===== src/rtl/tapa_pkg.sv =====
// ----------------------------------------------------------------------------
// tapa_pkg: shared constants and types for the triangle solver
// Result record, CORDIC arc tangent table (degrees, Q.24), output limits.
// ----------------------------------------------------------------------------
package tapa_pkg;

  localparam int CORDIC_STEPS    = 24;
  localparam int ANGLE_ROOT_BITS = 31;
  localparam int AREA_ROOT_BITS  = 40;
  localparam int NORM_BITS       = 62;

  localparam logic [23:0] ANGLE_FULL = 24'd11796480;
  localparam logic [39:0] AREA_MAX   = 40'hFF_FFFF_FFFF;
  localparam logic [25:0] PERIM_MAX  = 26'h3FF_FFFF;

  // atan(2^-i) in degrees, scaled by 2^24
  localparam int ATAN_TAB [CORDIC_STEPS] = '{
    754974720, 445687602, 235489088, 119537938, 60000934, 30029717,
    15018523, 7509720, 3754917, 1877466, 938734, 469367,
    234684, 117342, 58671, 29335, 14668, 7334,
    3667, 1833, 917, 458, 229, 115
  };

  typedef struct packed {
    logic        valid_res;
    logic [25:0] perimeter;
    logic [23:0] angle_a;
    logic [23:0] angle_b;
    logic [23:0] angle_c;
    logic [39:0] area;
  } res_t;

endpackage


===== src/rtl/tapa_sqrt_cell.sv =====
// ----------------------------------------------------------------------------
// tapa_sqrt_cell: one digit of a restoring integer square root
// Takes the next two radicand bits and settles one root bit.
// ----------------------------------------------------------------------------
module tapa_sqrt_cell #(
  parameter int N = 31
) (
  input  logic           clk,
  input  logic           en,
  input  logic [N+1:0]   rem_in,
  input  logic [N-1:0]   root_in,
  input  logic [2*N-1:0] rad_in,
  output logic [N+1:0]   rem_out,
  output logic [N-1:0]   root_out,
  output logic [2*N-1:0] rad_out
);
  import tapa_pkg::*;

  logic [N+1:0] rs;
  logic [N+1:0] trial;
  logic [N+2:0] diff;

  // remainder stays below 2^N before the shift, so the top bits are zero
  assign rs    = {rem_in[N-1:0], rad_in[2*N-1 -: 2]};
  assign trial = {root_in, 2'b01};
  assign diff  = {1'b0, rs} - {1'b0, trial};

  always_ff @(posedge clk) begin
    if (en) begin
      rad_out <= rad_in << 2;
      if (!diff[N+2]) begin
        rem_out  <= diff[N+1:0];
        root_out <= {root_in[N-2:0], 1'b1};
      end else begin
        rem_out  <= rs;
        root_out <= {root_in[N-2:0], 1'b0};
      end
    end
  end

endmodule


===== config.mk =====
export PLATFORM = sky130hd
export DESIGN_NAME = tapa_sqrt_cell
export DESIGN_NICKNAME = d
export VERILOG_FILES = /design/src/rtl/tapa_pkg.sv /design/src/rtl/tapa_sqrt_cell.sv
export SDC_FILE = /design/constraint.sdc
export NUM_CORES = 1
export LEC_CHECK = 0
export BUFFER_PORTS_ARGS = -buffer_cell sky130_fd_sc_hd__clkbuf_2
export CAP_MARGIN = 30
export CORE_MARGIN = 4
export CORE_UTILIZATION = 43
export CTS_CLUSTER_DIAMETER = 40
export DETAILED_ROUTE_END_ITERATION = 6
export PLACE_DENSITY_LB_ADDON = 0.08
export SKIP_CTS_REPAIR_TIMING = 1
export SLEW_MARGIN = 20
export SYNTH_ARGS = -nofsm -noshare
export SYNTH_HDL_FRONTEND = slang
export SYNTH_SLANG_ARGS = --single-unit

===== constraint.sdc =====
create_clock -name clk -period 2.9 [get_ports clk]
set_input_delay 0.435 -clock clk [delete_from_list [all_inputs] [get_ports clk]]
set_output_delay 0.435 -clock clk [all_outputs]
set_load 0.05 [all_outputs]

[Yosys cells after proc, flatten, opt, wreduce, memory -nomap -nowiden]
Index checks and enable logic that the tools add are counted.
Word-level totals
  bits of input ports: 128
  flip-flop bits (word level): 124
  output and inout port bits: 126
  word-level logic and storage cells: 6
Operators by class
  add/sub/neg operators: 1
  muxes and demuxes: 2
Operators by type and width (number)
  33-bit by 33-bit subtractor with 34-bit output: 1
  33-bit two-way mux: 1
  1-bit two-way mux: 1

[Logic depth before layout (Yosys ltp)]
Gate-level depths: netlist of the first run.
  depth in word-level cells: 2
  depth in mapped cells: 14
  depth with buffers taken out: 11

[Worst setup path before layout of the first run]
OpenSTA, ideal clock, no wires.
  path kind: in2reg
  from: in root_in[12]
  to: reg rem_out[23] (data pin)
  required time: 2.640 ns
  library setup time: 0.260 ns
  stages: 13
  path slack: 0.073 ns
  arrival: 2.567 ns
  cell sequence: inv_1 > ha_1 > buf_6 > and3_4 > a221oi_2 > nor2_1 > or3_1 > o21ai_2 > a21bo_1 > o21ba_2 > buf_6 > buf_6 > mux2_4
On the way
  cells in the longest elaborated chain, start to end: 2
RTL lines
  from (decl): RTL line tapa_sqrt_cell.sv:11  | input logic [N-1:0] root_in,
  33-bit by 33-bit subtractor with 34-bit output: RTL line tapa_sqrt_cell.sv:26  | assign diff = {1'b0, rs} - {1'b0, trial};
  33-bit two-way mux: RTL line tapa_sqrt_cell.sv:31  | if (!diff[N+2]) begin
  to (signal assigned): RTL line tapa_sqrt_cell.sv:32  | rem_out <= diff[N+1:0];
  to (signal assigned): RTL line tapa_sqrt_cell.sv:35  | rem_out <= rs;
  to (decl): RTL line tapa_sqrt_cell.sv:13  | output logic [N+1:0] rem_out,
Every way passes these cells.
A chain may end at the register's enable or synchronous reset.

[Final worst setup path of the first run]
  from: in root_in[1]
  to: reg rem_out[20] (data pin)
Same word-level chain as after synthesis.

==> results of run 1 <==
==> per-layer routing <==
metal	wire, um	vias up
met5	0	-
met2	7820	178
met1	6070	2155
met4	357	0
li1	-	2363
met3	1120	31
==> where the power goes <==
part,internal (mW),total [mW],leakage (nW),switching [mW]
combinational,0.456,1.51,2.39,1.05
clock,1.30,2.15,0.284,0.852
sequential,2.18,2.23,1.21,0.0461
total,3.93,5.88,3.89,1.95
==> Yosys cell counts (all sizes together), types with 2 or more instances <==
cell | n | area share, %
a31oi | 6 | 0.63
o21ba | 2 | 0.34
o21ai | 45 | 3.8
o211ai | 5 | 0.63
mux2 | 3 | 0.69
nor2 | 22 | 1.4
buf | 11 | 1.5
a21oi | 32 | 2.7
a21o | 14 | 1.8
clkbuf | 6 | 0.42
nor2b | 4 | 0.42
inv | 40 | 2.5
o221ai | 2 | 0.29
and3 | 3 | 0.40
xor2 | 13 | 1.9
nand2 | 54 | 3.4
nor3 | 5 | 0.42
nand2b | 4 | 0.42
xnor2 | 18 | 2.6
nor4 | 2 | 0.31
nand3 | 13 | 1.1
or3 | 2 | 0.21
edfxtp | 124 | 62
ha | 32 | 6.7
==> metrics by stage <==
stage	worst slack, ps	util, %
6_report	285	62.1
5_1_grt	58.1	62.1
4_1_cts	203	62.1
3_5_place_dp	-238	57.6
3_3_place_gp	-197	57.6
2_1_floorplan	72.9	-
==> cells by family after synthesis <==
group	Yosys count
DFF	124
AOI/OAI and AO/OA	120
and+or+nand+nor	113
buffers and inverters	57
adders and majority gates	32
xor gates and xnor gates	31
muxes	3
other	1
==> cell type report <==
type	count	area (um2)
repair buffers	299	1650
well taps	176	220
flip-flops and latches	124	3720
fillers	1149	5080
clock inverters	15	176
clock buffers	17	425
inverters	40	150
multi-input cells	301	1970
==> worst max path at each step <==
stage	startpoint	end	slack (ps)
3_5_place_dp	root_in[12]	rem_out[29]$_DFFE_PP_	-240
3_3_place_gp	root_in[12]	rem_out[3]$_DFFE_PP_	-200
4_1_cts	root_in[12]	rem_out[6]$_DFFE_PP_	200
5_1_grt	root_in[12]	rem_out[6]$_DFFE_PP_	60
2_1_floorplan	root_in[12]	rem_out[23]$_DFFE_PP_	70
6_report	root_in[1]	rem_out[20]$_DFFE_PP_	280
==> critical path, delay by kind of cell <==
kind / cells / cell delay, ps
adders and majority gates: 1 / 340
AOI/OAI and AO/OA: 7 / 1370
buffers and inverters: 4 / 340
muxes: 1 / 280
==> flip-flops by register name (all words and copies together) (netlist names) <==
register	flops
rem_out	33
root_out	31
rad_out	60
==> flow_results.org, run 1 <==
** Critical path
- The worst setup path is of the primary input to flop kind.
- Critical Path AT :: 2780 ps
- Critical path required time :: 3070 ps
- Worst setup SP type :: primary input
- The slowest stage of the critical path is the ha_1 cell.
- STA classifies the critical path endpoint as a flop.
- Along the worst path, the maximum fanout reaches 6.
- On the worst path, the slowest cell contributes a delay of 340 ps.
- Traced cell by cell, the critical path runs through clkbuf_2, inv_1, ha_1, o211ai_1, o21ai_1, o2111a_1, a21o_1, o21ai_2, a21bo_1, o21ba_2, buf_12, inv_2, mux2_4.

** Timing
- Worst Hold Slack :: 192 ps
- For the final routed database, the setup TNS stands at 0 ps.
- Time the worst path needs with I/O delays and setup :: 2620 ps
- Max Transition Viols Final :: 0
- Setup violations remaining at the end of the flow were counted as 0.
- Derived from the worst setup path, the maximum achievable clock frequency is 0.382 GHz.
- Crit share post-route :: 90.2%
- The final hold violation count was 0.
- Setup repair after global routing left no endpoint under its margin.

** Final layout
- In the final layout, the share of cells above drive strength 1 is 43.1%.
- The top cell types in the final layout, fill and taps aside, are clkbuf_2 (248), edfxtp_1 (124), nand2_1 (54).
- Area delta synth->final :: 39.6%
- Antenna Diode Count :: 0
- Excluding fillers, the count of instances in the completed layout stands at 972.
- Post-route design area :: 8320 um2
- Commonest non-fill, non-tap cell in the layout :: clkbuf_2
- The net count of the finished layout is 943.

** Clock network
- Clock-pin slew was measured on the worst setup and hold paths at 60 ps.
- The tree built by TritonCTS fans out to 124 sinks.
- CTS placed an instance of clkbuf_16 at the clock tree root.
- Number of buffers between clock root and the deepest sink :: 2
- TritonCTS built the clock tree.
- In this run, CTS created clock tree buffers numbering 17.
- In this run the number of H-tree levels came out at 4.

** Yosys
- Share of synthesized cell area in and, or, nand and nor gates :: 8.55%
- The synthesized netlist occupies a cell area of 5960 um2.
- Register bit count reported by yosys :: 124
- Cell variety after synth :: 52
- The synthesized netlist devotes 12.5% of its cell area to compound gates.
- Post-synth EDFFs :: 124
- After synthesis, the largest family of logic cells by area is compound AO/OA/AOI/OAI gates.
- Dominant synthesized flop cell :: edfxtp_1
- In the synthesized netlist, the number of instances is 481.
- Post-Synth Adder-Cell Area :: 6.72%
- XOR/XNOR share of the synthesized area :: 4.56%
- Fraction of registers with async set or reset after synthesis :: 0%
- Yosys printed 0 warnings.
- The share of the Yosys chip area taken by registers is 62.5%.
- Each instance of the synthesized netlist takes up on average 12.4 um2.
- Proportion of synthesized area in mux cells :: 0.693%

** Power and ir drop
- Total power for the finished layout comes to 5.88 mW.
- In this run the power density over the cells is 707 nW/um2.
- Summed over all cells, the static leakage comes to 3.89 nW.
- Peak supply drop :: 0.000303 V

** Floorplanning
- For this configuration, the core starts out at a cell density of 44.5%.
- # rows :: 42
- For this design the top-level I/O count stands at 254.
- Floorplan die area :: 15800 um2
- Measured along the y axis, the die boundary spans 126 um.
- The region available for standard cell placement spans 13400 um2.
- In this run the horizontal extent of the chip is 126 um.

** Worst hold path
- The path with the worst hold slack has its endpoint at rad_out[30]$_DFFE_PP_.
- Counting instances, the worst hold path has a depth of 1.
- In this run the most critical hold path is launched from rad_in[28].
- Tightest Hold Check Type :: primary input to flop

** Detailed routing
- DRC violation count after routing :: 0
- DRT Pass-1 Iters :: 4
- Total via count after detailed routing :: 4727
- Once detail routing completed, the nets flagged for antenna violations numbered 0.
- Overall routed net length :: 15400 um
- The first routing iteration left 325 violations.
- Average routed wire per standard cell :: 15.8 um
- After detailed routing, the number of vias per cell comes to 4.86.

** GRT
- Largest net degree at the start of global routing :: 71
- Global routing usage on met3 :: 6.56%
- All-layer global routing usage :: 19.8%
- The via count of the first global-routing pass came to 4907.
- Global-route congestion overflow total :: 0
- In the global route stage, met1 resource usage came out at 22.2%.
- The number of antenna violations at the first check in global routing is 0.
- After global routing, the most crowded layer is met2.
- The first global-routing pass estimated 24600 um of wire.
- In the global route stage, met2 resource usage came out at 34.9%.

** Placement
- During placement, the flow inserted port buffers numbering 249.
- Number of cells in the design after placement :: 940
- HPWL after DPL :: 12300 um
- Routability-driven placement finished with a final weighted congestion of 0.864.
- Placed inst area :: 7720 um2

** Run status
- The run finished with clean final reports.

** Run
- Max-capacitance violation count :: 0
Note: power is estimated with default switching activity, not from simulation.
==> inputs of run 2 (changes only) <==
ABC_AREA = 1   (was default)
CORE_UTILIZATION = 45   (was 43)
==> flow_results.org, run 2 <==
** Run status
- Outcome :: complete, no violations

** Clock network
- Clock tree synthesis selected as its root buffer the cell clkbuf_16.
- Counting every sink on the clock net gives 124.
- Counting the buffers created by CTS gives 17.
- The H-tree was split into 4 levels.
- No sink is reached through more buffers than the 2 on the longest clock path.
- CTS tree :: done
- Clock-pin slew on the worst setup and hold paths :: 60 ps

** Yosys
- Top-area cell type share of the netlist area :: 53.4%
- Counting instances in the post-synthesis netlist gives the leading cell types as nand2_1 (279), inv_1 (150), edfxtp_1 (124).
- The synthesized design spends more area on one cell type than any other, namely edfxtp_1.
- Fraction of registers with async set or reset after synthesis :: 0%
- Dividing the synthesized area by the synthesized cell count gives 8.78 um2.
- Ranked by total cell area, the synthesized netlist is headed by edfxtp_1 (53%), nand2_1 (15%), inv_1 (8.1%).
- Register bit count reported by yosys :: 124
- Count leader, synth :: nand2_1
- Dominant synthesized flop cell :: edfxtp_1
- Summing the sequential cell areas from Yosys gives 53.4% of the chip area.
- Cell variety after synth :: 33
- The mapped netlist covers 6970 um2.
- Warnings from Yosys :: 0
- Counting flops with a built-in enable in the synthesized netlist gives 124.
- Post-synthesis cell count :: 794

** Final layout
- The top cell types in the final layout, fill and taps aside, are nand2_1 (279), clkbuf_2 (248), inv_1 (150).
- Number of flip-flops under the largest register name :: 60
- The number of antenna diodes in the final layout is 0.
- The layout has 1387 filler cells.
- After the flow finishes, the layout carries non-filler instances totaling 1259.
- The sequential cells in the finished layout cover a total of 3720 um2.
- Multi-input gate area in the final layout :: 2580 um2
- End-of-flow core utilization :: 59.8%
- With fillers left out, the area of the finished cells amounts to 9100 um2.
- The library cell used most frequently in the layout, excluding fill and tap cells, is nand2_1.
- Area delta synth->final :: 30.5%
- Ranked by flip-flop count, first place goes to rad_out.
- Number of nets at the end of the flow :: 1218
- In the final layout, the share of cells above drive strength 1 is 29.7%.
- Largest registers :: rad_out (60), rem_out (33), root_out (31)

** Worst hold path
- Hold Path End :: rad_out[26]$_DFFE_PP_
- Along the worst hold path, the cell count comes to 1.
- Tightest Hold Check Type :: primary input to flop
- Launch point of the worst hold path :: rad_in[24]

** Timing
- Max Transition Viols Final :: 0
- RSZ-0062 raised after global routing :: no
- Crit share post-route :: 71.9%
- Relative slew margins :: 60.3%
- The final hold violation count was 0.
- Highest achievable clock rate :: 0.480 GHz
- At the pin with the least slew margin, the transition time is 596 ps.
- Setup violations remaining at the end of the flow were counted as 0.
- Setup total negative slack on the finished layout was measured at 0 ps.
- The smallest clock period supported by the final layout is computed as 2080 ps.
- After layout, the worst setup slack is 816 ps.

** Critical path
- For this design, the slowest cell found on the critical path is ha_1.
- STA classifies the critical path endpoint as a flop.
- The critical path contains buffers and inverters numbering 3 combined.
- CP top delay family :: simple AND/OR/NAND/NOR gates
- The critical path goes through clkbuf_2, inv_1, ha_1, nand2_2, nor2_1, nand2_1, nor2_1, nand2_4, buf_4, nand3_1, nand2_1.
- Along the worst path, the maximum fanout reaches 22.
- The worst setup path is launched from a primary input.
- Data on the critical path is required at its endpoint by 3070 ps.
- In this design, the stage delay of the slowest critical-path cell is 350 ps.
- Critical setup path kind :: primary input to flop
- Data arrives at the worst endpoint at 2260 ps.
- The critical path runs through a total of 11 cells.

** Power and ir drop
- Across the VDD grid, the largest voltage drop is 0.000372 V.
- In this run the power density over the cells is 675 nW/um2.
- In this run the static leakage power is 4.80 nW.

** GRT
- Global-route congestion overflow total :: 0
- Largest net degree at the start of global routing :: 45
- The via count of the first global-routing pass is 5605.
- Antenna violations before repair :: 0
- All-layer global routing usage :: 20.5%
- The first global-routing pass estimated 28500 um of wire.

** Detailed routing
- The first routing iteration left 291 violations.
- The routed layout has 5841 vias.
- Dividing the detail-routed wire length by the instance count gives 14.2 um.
- After detailed routing, the total wire length is 17900 um.
- The first TritonRoute pass finished after 5 iterations.
- After detailed routing, the number of remaining DRC violations is 0.
- In this run the remaining antenna-violating nets after routing total 0.
- Detailed-route vias per instance :: 4.64

** Placement
- After legalization and detailed placement, the total HPWL measured 14400 um.
- After detailed placement, the total cell area comes to 8440 um2.
- Worst slack at placement :: 380 ps
- At the end of routability-driven placement, the weighted congestion stood at 0.944.
- Counting tap cells, the placed design contains a total of 1227 instances.
- In this run the tool buffered the top-level ports with 249 buffer cells.

** Floorplanning
- For this configuration, the core starts out at a cell density of 45.9%.
- Floorplan die width :: 132 um
- Core area :: 15200 um2
- Die Y :: 132 um
- In this run the count of I/O pins placed on the die edge is 254.
- The initialized floorplan defines 45 standard-cell rows.
- The floorplan step defined a die boundary enclosing 17500 um2.

** Run
- Max-capacitance violation count :: 0
-- run 2: logic make-up after synthesis --
family / synth area share [%]
other: 0.0538
flip-flops: 53.4
buffers and inverters: 9.57
AND/OR/NAND/NOR: 27.2
XOR/XNOR: 1.76
AO/OA/AOI/OAI: 2.24
adder cells (fa/ha/maj): 5.74
-- run 2: cell type report --
| cell class | count | area share (%) |
|---|---|---|
| clock buffer | 18 | 4.72 |
| clock inverter | 14 | 2.54 |
| inverter | 153 | 6.31 |
| multi-input combinational | 507 | 28.4 |
| sequential | 124 | 40.9 |
| tap | 188 | 2.59 |
| timing repair buffer | 255 | 14.5 |
-- run 2: how the worst max path moves through the flow --
| stage | start | end |
|---|---|---|
| finish | root_in[17] | rem_out[29]$_DFFE_PP_ |
| global route | root_in[2] | rem_out[17]$_DFFE_PP_ |
| CTS | root_in[6] | rem_out[21]$_DFFE_PP_ |
| detailed placement | root_in[17] | rem_out[3]$_DFFE_PP_ |
| global placement | root_in[16] | rem_out[28]$_DFFE_PP_ |
| floorplan | root_in[26] | rem_out[30]$_DFFE_PP_ |
-- run 2: routing by layer --
layer,up-vias,share of wire [%],GRT usage (%)
met3,28,6.9,5.86
li1,3058,-,-
met2,210,48,34.4
met1,2545,44,25.7
met4,0,2.0,6.52
met5,-,0,0
-- run 2: stage by stage --
stage | power, mW | hold slack [ps]
final | 6.14 | 190
after global placement | 3.82 | 612
after CTS | 6.22 | 170
after floorplan | 3.41 | 534
after detailed placement | 3.83 | 614
after global routing | 6.43 | 165
-- run 2: power by group --
group	internal, mW	switching, mW
Combinational	0.394	1.17
Clock	1.55	0.813
Sequential	2.18	0.0403
==> inputs of run 3 (changes only) <==
clock period = 1.77 ns   (was 2.9 ns; I/O delays follow)
==> flow_results.org, run 3 (synthesis gave the netlist of run 2 again) <==
** Placement
- Number of cells in the design after placement :: 1322
- The count of buffers added on input and output ports is 249.
- Before CTS, the worst setup slack after placement is -428 ps.
- Detailed placement finished with a half-perimeter wire length of 15200 um.
- Weighted congestion at the end of routability-driven global placement :: 0.931
- After detailed placement, the total cell area comes to 9370 um2.

** Power and ir drop
- Tot Pwr :: 10.5 mW
- In this run the static leakage power is 5.27 nW.
- The worst-case IR drop observed on VDD is 0.000624 V.
- In this run the power density over the cells is 1030 nW/um2.

** Final layout
- Area delta synth->final :: 46.0%
- At the end of the flow, the number of nets in the layout was 1314.
- The library cells used most frequently in the layout, excluding fill and tap cells, are nand2_1 (271), clkbuf_2 (248), inv_1 (147).
- Most flops, register :: rad_out
- Largest registers :: rad_out (60), rem_out (33), root_out (31)
- Post-route design area :: 10200 um2
- Leaving out filler cells and counting taps, the final layout contains 1354.
- Measured on the finished design, the core utilization comes to 66.9%.
- The register with the most flip-flops in the layout has 60 of them.
- Leaving out fill and tap cells, the most frequent cell in the layout is nand2_1.
- In the final layout, the share of cells above drive strength 1 is 39.3%.
- 0 antenna diodes ended up in the layout.

** Floorplanning
- The core region is 15200 um2.
- 254 I/O pins were placed.
- Die Y :: 132 um
- The initialized floorplan defines 45 standard-cell rows.
- The die is 132 um wide.
- Floorplan die area :: 17500 um2
- The initial utilization of the core area, before any placement, comes to 45.9%.

** Clock network
- The H-tree was split into 4 levels.
- TritonCTS created 17 clock buffers.
- TritonCTS Sinks :: 124
- Buffer type at the clock tree root :: clkbuf_16
- TritonCTS built the clock tree.
- Clock-pin slew on the worst setup and hold paths :: 60 ps
- Number of buffers between clock root and the deepest sink :: 2

** Timing
- Max Transition Viols Final :: 0
- Relative slew margins :: 65.5%
- Time the worst path needs with I/O delays and setup :: 1670 ps
- Setup violations remaining at the end of the flow were counted as 0.
- The final hold violation count came to 0.
- Crit path setup slack, layout :: 96.8 ps
- The tightest hold path in the finished design has a slack of 17.5 ps.
- Highest achievable clock rate :: 0.598 GHz
- Setup total negative slack on the finished layout was measured at 0 ps.
- Setup repair after global routing left no endpoint under its margin.
- The worst path uses 94.5% of the clock period.
- Slew at the pin with the worst max-slew slack :: 517 ps

** Detailed routing
- Detailed-route vias per instance :: 4.59
- The routed layout has 6221 vias.
- The count of nets left with antenna violations once routing finished came out at 0.
- DRT Pass-1 Iters :: 7
- For this block, the initial DRC count from the detailed router was 304.
- Overall routed net length :: 19100 um
- Average routed wire per standard cell :: 14.1 um
- After detailed routing, the number of remaining DRC violations is 0.

** Critical path
- Top cell by count, worst path :: nand2_1
- Number of buffer and inverter stages on the critical path :: 3
- Walking the worst path, the cells encountered are clkbuf_2, inv_4, ha_4, nand2_1, nand2_1, nand2_1, nand3_1, a21oi_2, nor2_2, nor2_4, nand2_8, buf_4, nand3_1, nand2_1.
- In this run the number of cells on the critical path is 14.
- Master of the slowest instance on the critical path :: ha_4
- The worst setup path is launched from a primary input.
- Critical Path Fanout Max :: 7
- CP startpoint :: root_in[16]
- The worst setup path is captured at a flop.
- CP top delay family :: simple AND/OR/NAND/NOR gates
- Slowest cell delay on critical path :: 220 ps
- Critical path required time :: 1950 ps
- Critical setup path kind :: primary input to flop
- At the worst endpoint, the arrival time is 1850 ps.

** GRT
- Global-route wire length before repair :: 30200 um
- Global-route congestion overflow total :: 0
- Number of global-route vias before repair :: 5952
- Across every metal layer, demand over resource in global routing totals 21.8%.
- Largest net degree at the start of global routing :: 87
- Antenna violations before repair :: 0

** Worst hold path
- WHS Path Cells :: 1
- The path class of the tightest hold or removal check is primary input to flop.
- Hold Path End :: rad_out[58]$_DFFE_PP_
- Launch point of the worst hold path :: rad_in[56]

** Run status
- Outcome :: complete, no violations

** Run
- The tool flagged a number of max-cap violations equal to 0.
## run 3: cell types whose count changed in the layout (fill, tap and decap cells not counted), sizes merged
| cell | previous run | this run |
|---|---|---|
| dlygate4sd3 | 0 | 1 |
| buf | 7 | 102 |
| clkbuf | 266 | 265 |
## run 3: power by group
part / switching (mW) / internal (mW) / leakage, nW
combinational: 2.03 / 0.956 / 3.74
clock: 1.36 / 2.53 / 0.321
sequential: 0.0701 / 3.57 / 1.21
total: 3.45 / 7.06 / 5.27
## run 3: how the worst max path moves through the flow
| stage | endpoint | slack [ps] |
|---|---|---|
| after global placement | rem_out[28]$_DFFE_PP_ | -400 |
| after detailed placement | rem_out[28]$_DFFE_PP_ | -430 |
| after CTS | rem_out[28]$_DFFE_PP_ | 30 |
| final | rem_out[2]$_DFFE_PP_ | 100 |
| after global routing | rem_out[2]$_DFFE_PP_ | 0.002 |
| after floorplan | rem_out[30]$_DFFE_PP_ | -10 |
## run 3: metal layers
layer	vias to the layer above	GRT usage (%)	routed length, um
li1	3250	-	-
met1	2749	27.9	8390
met2	199	36.9	9240
met3	23	5.44	1250
met4	0	5.77	265
met5	-	0	0
## run 3: final cells by class
cell class,instances,area (um2)
clock buffers,17,425
multi-input cells,507,2920
fillers,1300,5030
repair buffers,351,2060
clock inverters,14,231
flip-flops and latches,124,3720
well taps,188,235
inverters,153,577
